<file path="src/rtl/core/hftw_pkg.sv">
package hftw_pkg;

	// Field widths fixed by the file format.
	localparam int IDX_W           = 9;
	localparam int SYM_W           = 8;
	localparam int HBC_W           = 11;
	localparam int WIDX_W          = IDX_W + 1;
	localparam int ASM_W           = 24;
	localparam int TAIL_W          = 3;
	localparam int BIT_CNT_W       = 3;
	localparam int TABLE_DEPTH_DEF = 512;

	// One node of the tree as it sits in the node table.
	typedef struct packed {
		logic [IDX_W-1:0] left;
		logic [IDX_W-1:0] right;
		logic [SYM_W-1:0] symbol;
	} node_entry_t;

	// Read and write requests from the controller to the node table.
	typedef struct packed {
		logic              rd_en;
		logic [IDX_W-1:0]  rd_idx;
		logic              wr_en;
		logic [WIDX_W-1:0] wr_idx;
		node_entry_t       wr_data;
	} ram_req_t;

	// One decoded symbol handed to the output register.
	typedef struct packed {
		logic             valid;
		logic [SYM_W-1:0] symbol;
		logic             last;
	} out_push_t;

	// Position within the compressed file.
	typedef enum logic [1:0] {
		PH_ROOT,
		PH_HDR2,
		PH_NODES,
		PH_BITS
	} phase_t;

	// Controller sequencing.
	typedef enum logic [2:0] {
		ST_IDLE,
		ST_ROOT_RD,
		ST_ROOT_LD,
		ST_ISSUE,
		ST_EVAL,
		ST_FLUSH
	} ctrl_state_t;

endpackage

</file>
<file path="src/rtl/core/hftw_ctrl.sv">
module hftw_ctrl import hftw_pkg::*; (
	input  logic             clk,
	input  logic             arst_n,
	input  logic             in_valid,
	output logic             in_ready,
	input  logic [SYM_W-1:0] data_byte,
	input  logic             final_byte,
	input  logic             init_done,
	input  node_entry_t      rd_data,
	output ram_req_t         ram_req,
	input  logic             out_free,
	output out_push_t        push
);

	ctrl_state_t          state_q, state_d;
	phase_t               phase_q;
	logic [HBC_W-1:0]     hbc_q;
	logic [IDX_W-1:0]     root_q;
	logic [TAIL_W-1:0]    tail_q;
	logic [ASM_W-1:0]     asm_q;
	node_entry_t          cur_entry_q;
	node_entry_t          root_entry_q;
	logic [SYM_W-1:0]     byte_q;
	logic [BIT_CNT_W-1:0] bits_left_q;
	logic                 pend_valid_q;
	logic [SYM_W-1:0]     pend_sym_q;

	logic             in_acc;
	logic [IDX_W-1:0] root_hdr2;
	logic [HBC_W-1:0] hbc_inc;
	logic             nodes_done;
	logic             ev_leaf;
	logic             eval_stall;
	logic             eval_go;
	node_entry_t      next_entry;
	node_entry_t      walk_src;
	logic             walk_bit;
	logic [IDX_W-1:0] child_idx;

	assign in_acc     = in_valid && in_ready;
	assign root_hdr2  = {root_q[IDX_W-1:1], data_byte[SYM_W-1]};
	assign hbc_inc    = hbc_q + HBC_W'(1);
	assign nodes_done = hbc_inc == {root_q, 2'b00};

	// Leaf test on the entry just read; a leaf sends the walk back to the root.
	assign ev_leaf    = (rd_data.left == '0) && (rd_data.right == '0);
	assign eval_stall = ev_leaf && pend_valid_q && !out_free;
	assign eval_go    = (state_q == ST_EVAL) && !eval_stall;
	assign next_entry = ev_leaf ? root_entry_q : rd_data;

	// Child selection for the next read: first bit from the held entry,
	// later bits from the entry that the current read settles on.
	always_comb begin
		if (state_q == ST_ISSUE) begin
			walk_src = cur_entry_q;
			walk_bit = byte_q[SYM_W-1];
		end else begin
			walk_src = next_entry;
			walk_bit = byte_q[SYM_W-2];
		end
		child_idx = walk_bit ? walk_src.right : walk_src.left;
	end

	// Next state.
	always_comb begin
		state_d = state_q;
		unique case (state_q)
			ST_IDLE: begin
				if (in_acc) begin
					unique case (phase_q)
						PH_ROOT:  state_d = ST_IDLE;
						PH_HDR2:  state_d = (root_hdr2 == '0) ? ST_ROOT_RD : ST_IDLE;
						PH_NODES: state_d = nodes_done ? ST_ROOT_RD : ST_IDLE;
						PH_BITS:  state_d = ST_ISSUE;
						default:  state_d = ST_IDLE;
					endcase
				end
			end
			ST_ROOT_RD: state_d = ST_ROOT_LD;
			ST_ROOT_LD: state_d = ST_IDLE;
			ST_ISSUE:   state_d = ST_EVAL;
			ST_EVAL: begin
				if (eval_go && bits_left_q == '0) begin
					state_d = ST_FLUSH;
				end
			end
			ST_FLUSH: begin
				if (!pend_valid_q || out_free) begin
					state_d = ST_IDLE;
				end
			end
			default: state_d = ST_IDLE;
		endcase
	end

	// Outputs: handshake, table requests and symbol pushes.
	always_comb begin
		in_ready        = (state_q == ST_IDLE) && init_done;
		ram_req.rd_en   = (state_q == ST_ROOT_RD) || (state_q == ST_ISSUE) ||
		                  (eval_go && bits_left_q != '0);
		ram_req.rd_idx  = (state_q == ST_ROOT_RD) ? root_q : child_idx;
		ram_req.wr_en   = in_acc && (phase_q == PH_NODES) && (hbc_q[1:0] == 2'b11);
		ram_req.wr_idx  = WIDX_W'(hbc_q[HBC_W-1:2]) + WIDX_W'(1);
		ram_req.wr_data = '{left:   asm_q[23:15],
		                    right:  asm_q[14:6],
		                    symbol: data_byte};
		push            = '0;
		if (eval_go && ev_leaf && pend_valid_q) begin
			push = '{valid: 1'b1, symbol: pend_sym_q, last: 1'b0};
		end else if ((state_q == ST_FLUSH) && pend_valid_q && out_free) begin
			push = '{valid: 1'b1, symbol: pend_sym_q, last: 1'b1};
		end
	end

	// Header parsing, walk state and the symbol held back until its last flag is known.
	// A final byte sends the parser back to the start of a new header.
	always_ff @(posedge clk or negedge arst_n) begin
		if (!arst_n) begin
			state_q      <= ST_IDLE;
			phase_q      <= PH_ROOT;
			hbc_q        <= '0;
			root_q       <= '0;
			tail_q       <= '0;
			asm_q        <= '0;
			cur_entry_q  <= '0;
			root_entry_q <= '0;
			byte_q       <= '0;
			bits_left_q  <= '0;
			pend_valid_q <= 1'b0;
			pend_sym_q   <= '0;
		end else begin
			state_q <= state_d;
			if (in_acc) begin
				case (phase_q)
					PH_ROOT: begin
						root_q  <= {data_byte, 1'b0};
						phase_q <= final_byte ? PH_ROOT : PH_HDR2;
						if (final_byte) begin
							hbc_q <= '0;
						end
					end
					PH_HDR2: begin
						root_q <= root_hdr2;
						tail_q <= data_byte[6:4];
						hbc_q  <= '0;
						asm_q  <= '0;
						if (final_byte) begin
							phase_q <= PH_ROOT;
						end else begin
							phase_q <= (root_hdr2 == '0) ? PH_BITS : PH_NODES;
						end
					end
					PH_NODES: begin
						if (hbc_q[1:0] != 2'b11) begin
							asm_q <= {asm_q[ASM_W-SYM_W-1:0], data_byte};
						end
						hbc_q <= final_byte ? '0 : hbc_inc;
						if (final_byte) begin
							phase_q <= PH_ROOT;
						end else if (nodes_done) begin
							phase_q <= PH_BITS;
						end
					end
					default: begin
						byte_q      <= data_byte;
						bits_left_q <= final_byte ? (3'd7 - tail_q) : 3'd7;
						if (final_byte) begin
							phase_q <= PH_ROOT;
							hbc_q   <= '0;
						end
					end
				endcase
			end
			if (state_q == ST_ROOT_LD) begin
				root_entry_q <= rd_data;
				cur_entry_q  <= rd_data;
			end
			if (eval_go) begin
				cur_entry_q <= next_entry;
				byte_q      <= {byte_q[SYM_W-2:0], 1'b0};
				if (bits_left_q != '0) begin
					bits_left_q <= bits_left_q - BIT_CNT_W'(1);
				end
				if (ev_leaf) begin
					pend_valid_q <= 1'b1;
					pend_sym_q   <= rd_data.symbol;
				end
			end
			if ((state_q == ST_FLUSH) && pend_valid_q && out_free) begin
				pend_valid_q <= 1'b0;
			end
		end
	end

endmodule

</file>
<file path="config.mk">
export PLATFORM = sky130hd
export DESIGN_NAME = hftw_ctrl
export DESIGN_NICKNAME = d
export VERILOG_FILES = /design/src/rtl/core/hftw_pkg.sv /design/src/rtl/core/hftw_ctrl.sv
export SDC_FILE = /design/constraint.sdc
export NUM_CORES = 1
export LEC_CHECK = 0
export BUFFER_PORTS_ARGS = -buffer_cell sky130_fd_sc_hd__buf_2
export CAP_MARGIN = 5
export CELL_PAD_IN_SITES_DETAIL_PLACEMENT = 0
export CELL_PAD_IN_SITES_GLOBAL_PLACEMENT = 1
export CORE_MARGIN = 1
export CORE_UTILIZATION = 39
export DETAILED_ROUTE_END_ITERATION = 10
export PLACE_DENSITY_LB_ADDON = 0.1
export SLEW_MARGIN = 15
export SYNTH_ARGS = -nofsm -noshare
export SYNTH_HDL_FRONTEND = slang
export SYNTH_SLANG_ARGS = --single-unit
</file>
<file path="constraint.sdc">
create_clock -name clk -period 2.2 [get_ports clk]
set_input_delay 0.33 -clock clk [delete_from_list [all_inputs] [get_ports clk]]
set_output_delay 0.33 -clock clk [all_outputs]
set_load 0.05 [all_outputs]
</file>
Word level (Yosys, flattened, before mapping)
Cells that the tools add are included.
{"block": "totals", "ff_bits": 124, "latchBits": 0, "ram_bits": 0, "romBits": 0, "inputBits": 40, "output_inout_bits": 58, "elab_cells": 125, "mem_count": 0}
{"block": "classes", "addsub": 4, "n_mul": 0, "n_div": 0, "order_cmp": 0, "eq_ne": 17, "n_shift": 0, "muxes": 40, "n_bitwise": 1, "reduce_logical": 46}
{"operator": "$mux 26", "count": 4}
{"operator": "$pmux 24 s2", "count": 1}
{"operator": "$logic_not 9->1", "count": 3}
{"operator": "$mux 24", "count": 1}
{"operator": "$mux 3", "count": 8}
{"operator": "$mux 8", "count": 3}
{"operator": "$mux 11", "count": 2}
{"operator": "$pmux 11 s2", "count": 1}
{"operator": "$mux 10", "count": 2}
{"operator": "$mux 9", "count": 2}
{"operator": "$pmux 9 s2", "count": 1}
{"operator": "$pmux 3 s5", "count": 1}
{"operator": "$logic_and 1x1->1", "count": 14}
{"operator": "$pmux 3 s4", "count": 1}
{"operator": "$reduce_and 2->1", "count": 6}
{"operator": "$reduce_and 3->1", "count": 4}
{"operator": "$reduce_bool 2->1", "count": 6}
{"operator": "$add 11x1->11 const B", "count": 1}
{"operator": "$eq 11x11->1", "count": 1}
{"operator": "$add 9x1->10 const B", "count": 1}
{"operator": "$mux 1", "count": 8}
{"operator": "$mux 2", "count": 4}
{"operator": "$eq 2x2->1 const B", "count": 3}
{"operator": "$eq 3x2->1 const B", "count": 2}
{"operator": "17 further kinds", "count": 28}

Logic depth before layout (Yosys ltp)
{"block": "depth", "depth_word": 9, "depth_mapped": 9, "mapped_depth_nobuf": 7}

Least setup slack after synthesis
OpenSTA, ideal clock, no wires.
{"block": "synth_timing", "path_type": "input-to-output", "startpoint": "input rd_data[17] in the netlist's numbering", "endpoint": "output push[1] in the netlist's numbering", "arrival_ps": 2526, "required_ps": 1870, "slack_ps": -656, "stages": 6, "path_buffers": 1, "path_cell_list": "or4_1 -> nor4_4 -> buf_6 -> a21oi_1 -> nor3_4 -> and2_1"}
{"item": "start, declared", "line_no": "hftw_ctrl.sv:9", "text": "input node_entry_t rd_data,"}
{"item": "end, declared", "line_no": "hftw_ctrl.sv:12", "text": "output out_push_t push"}

==> results.yml <==
run_status:
  status: "complete, but fails checks"
  violations: "setup timing"
sta:
  rsz0062_at_grt: "yes"
  min_period_ps: 2570
  setup_violations: 28
  drv_slew: 0
  clock.fmax_mhz: 389
  setup_ws_ps: -368
  worst_pin_slew_ps: 472
  relSlewSlack_pct: 68.5
  period_share_pct: 117
  finClkSkew_ps: 7.84
  hold_violations: 0
  fin_tns_setup_ps: -6210
global_route:
  antenna_found_initial: 0
  grt_max_degree: 49
  grt_pass1_vias: 5031
  grt.overflow.total: 0
  track_usage_pct: 22.0
  grt_pass1_wl_um: 27500
synth:
  synth_warnings: 0
  synth_nets: 700
  async_flop_share_pct: 100
  synth_area_leaders: "dfrtp_1, nand2_1, mux2_2"
  ys.flop_type: "dfrtp_1"
  synth_cell_types: 61
  synth.top_cell.area_share_pct: 44.8
  syn-cell-area_sq_um: 6040
  ys_ff_latch: 108
  ys_seq_area_share_pct: 44.8
  syn_inst: 654
  synth_area_per_cell_sq_um: 9.23
  synth_edf_count: 0
  yosys.area.top_type: "dfrtp_1"
detailed_routing:
  antenna_left: 0
  drt_iter0_markers: 349
  first_pass_iters: 5
  num_vias: 5175
  avgViaCountPerCell: 5.41
  drc: 0
  wl_per_cell_um: 17.7
  drt-total-wl_um: 16900
worst_setup_path:
  slowest_stage: "or4_4"
  worstPathArrival_ps: 2240
  cpLargestDelayFamily: "simple AND/OR/NAND/NOR gates"
  worstSetupStartpointType: "input port"
  endpoint_kind: "output pin"
  path_max_fanout: 5
  reg2reg_depth: 7
  required_ps: 1870
  path_class: "in -> out"
  crit_chain: "buf_6, or4_4, nor4_4, buf_6, nand3_4, a311oi_4, a221o_2, buf_8"
  rr_endpoint: "cur_entry_q[8]"
  reg2reg_from: "state_q[2]"
  crit_buf_inv: 3
  cpPeakStageDelay_ps: 550
  reg2reg_slack_ps: 150
  path_common_cell: "buf_6"
floorplanning:
  ioPinCount: 98
  dieArea_sq_um: 16000
  core_area_sq_um: 15100
  die_x_um: 126
  num_rows: 45
  initial_utilization_pct: 39.9
  fp.dieH_um: 126
clock_network:
  cts_root_buffer: "clkbuf_16"
  cts_sinks: 108
  cts_max_level: 3
  clock_latency_ps: 360
  cts_tree: "done"
  clk_transition_reported_paths_ps: 80
  cts_buffers: 9
  clockBufferDepth: 2
cells_and_area:
  utilization_pct: 52.5
  drive_above_1_share_pct: 36.7
  nets: 810
  fillers: 1441
  synthToLayoutAreaGrowth_pct: 31.7
  antenna_cells: 0
placed_design:
  gp_congestion: 0.834
  pre_cts_slack_ps: -575
  portBuffers: 97
  dp_hpwl_um: 11600
pwr:
  leakage_uw: 0.00358
  p_per_area_nw_per_um2: 1010
  peakVddDrop_mv: 0.552
flow_run:
  drv_cap: 0
hold_path:
  hold_class: "in -> reg"
  hold_path_end: "pend_sym_q[1]"
  min_path_cells: 2
  worstHoldStart: "rd_data[1]"
worst register-to-register path, delay by kind of cell (launching register included):
kind | cells | cell delay [ps]
compound gates | 3 | 620
buf+inv | 3 | 420
flops | 1 | 370
simple gates | 1 | 520
cells in the final DEF, fill, tap and decap left out, types with 4 or more instances in the layout:
cell	Yosys	layout
a31oi_1	10	5
xor2_1	6	6
ha_1	6	4
dfrtp_1	108	104
buf_12	0	10
o22a_1	14	14
nand4_1	4	4
o31ai_1	9	9
nor3_1	8	8
nor2b_1	12	11
buf_4	30	60
a21o_1	8	8
buf_6	3	9
nand2_1	120	119
dfrtp_2	0	4
nand3_1	25	21
and3_1	7	5
a211oi_2	0	5
mux2i_1	12	12
xnor2_1	16	16
a22o_1	8	7
buf_8	0	14
mux2_2	23	15
mux2_4	0	8
a21oi_1	38	23
nor2_1	27	24
a21oi_2	0	8
buf_2	5	73
and2_4	0	9
clkbuf_16	0	10
o21ai_0	39	39
inv_1	10	10
a21oi_4	0	7
a31oi_2	1	4
registers in the layout, summed over array words and instances (netlist names):
register      count
byte_q            8
pend_sym_q        8
asm_q            24
root_entry_q     18
bits_left_q       3
root_q            9
pend_valid_q      1
hbc_q            11
phase_q           2
cur_entry_q      18
state_q           3
tail_q            3
Yosys cell counts, drive strengths merged (2+ instances only):
cell      n
mux2i    12
dfrtp   108
o31ai     9
a211oi    8
a221o     2
o221a     3
nand4     4
o21ai    42
a221oi    4
a22o      8
inv      10
ha        6
a211o     4
nor4      3
and2     12
nor3b     2
xnor2    16
o22a     14
xor2      6
clkbuf   28
o22ai     4
a21oi    38
or4       4
a21o      8
and3      7
nor2     27
mux2     23
nand3    25
nand2   121
nand2b    3
nor3     10
buf      42
nor2b    12
a31oi    11
nand3b    2
a31o      2
where the power goes:
part / internal [uW] / total [uW] / leakage, uW / switching (uW)
combinational: 1350 / 3000 / 0.00207 / 1650
clock: 837 / 1680 / 0.000147 / 842
sequential: 2680 / 3380 / 0.00136 / 699
total: 4860 / 8060 / 0.00358 / 3190
worst max path at each step:
stage	slack, ps	start	cells past startpoint	to
5_1_grt	-430	rd_data[18]	8	ram_req[44]
3_3_place_gp	-520	rd_data[21]	8	ram_req[44]
6_report	-370	rd_data[18]	8	ram_req[44]
3_5_place_dp	-570	rd_data[17]	9	push[2]
2_1_floorplan	-460	rd_data[17]	6	push[1]
4_1_cts	-470	rd_data[20]	10	push[8]
cell type report:
type / instances / area, sq um / share of cell area, %
clock buffers: 10 / 239 / 3.00
clock inverters: 6 / 66.3 / 0.834
multi-input cells: 466 / 3300 / 41.5
flip-flops and latches: 108 / 2710 / 34.0
repair buffers: 169 / 1370 / 17.2
well taps: 188 / 235 / 2.96
inverters: 10 / 37.5 / 0.472
layer usage:
layer  routed length, um  track usage [%]
met4                 187             5.88
met5                   0                0
met1                7850             29.1
met2                8430             37.4
met3                 437             3.42
metrics by stage:
step	hold slack, ps	power [uW]	area, sq um	instances
floorplan	34.4	5430	6290	654
global placement	318	6140	7130	928
detailed placement	323	6210	7130	928
CTS	187	8050	7720	952
global route	195	8550	7950	957
finish	201	8060	7950	957
cell families after synthesis:
| kind of cell | count (synthesis) | synth area share, % |
|---|---|---|
| buf+inv | 80 | 7.31 |
| compound gates | 164 | 18.0 |
| fa+ha+maj | 6 | 1.24 |
| flops | 108 | 44.8 |
| mux | 35 | 6.28 |
| simple gates | 239 | 19.2 |
| xor+xnor | 22 | 3.19 |
timing repair:
action	4_1_cts	5_1_grt
endpoints found under the hold margin	30	0
endpoints found under the setup margin	31	55
hold buffers	1	0
gates resized for setup	62	41
gates cloned	0	1
pin swaps	22	23
setup buffers	8	4
(Power assumes the default switching activity.)
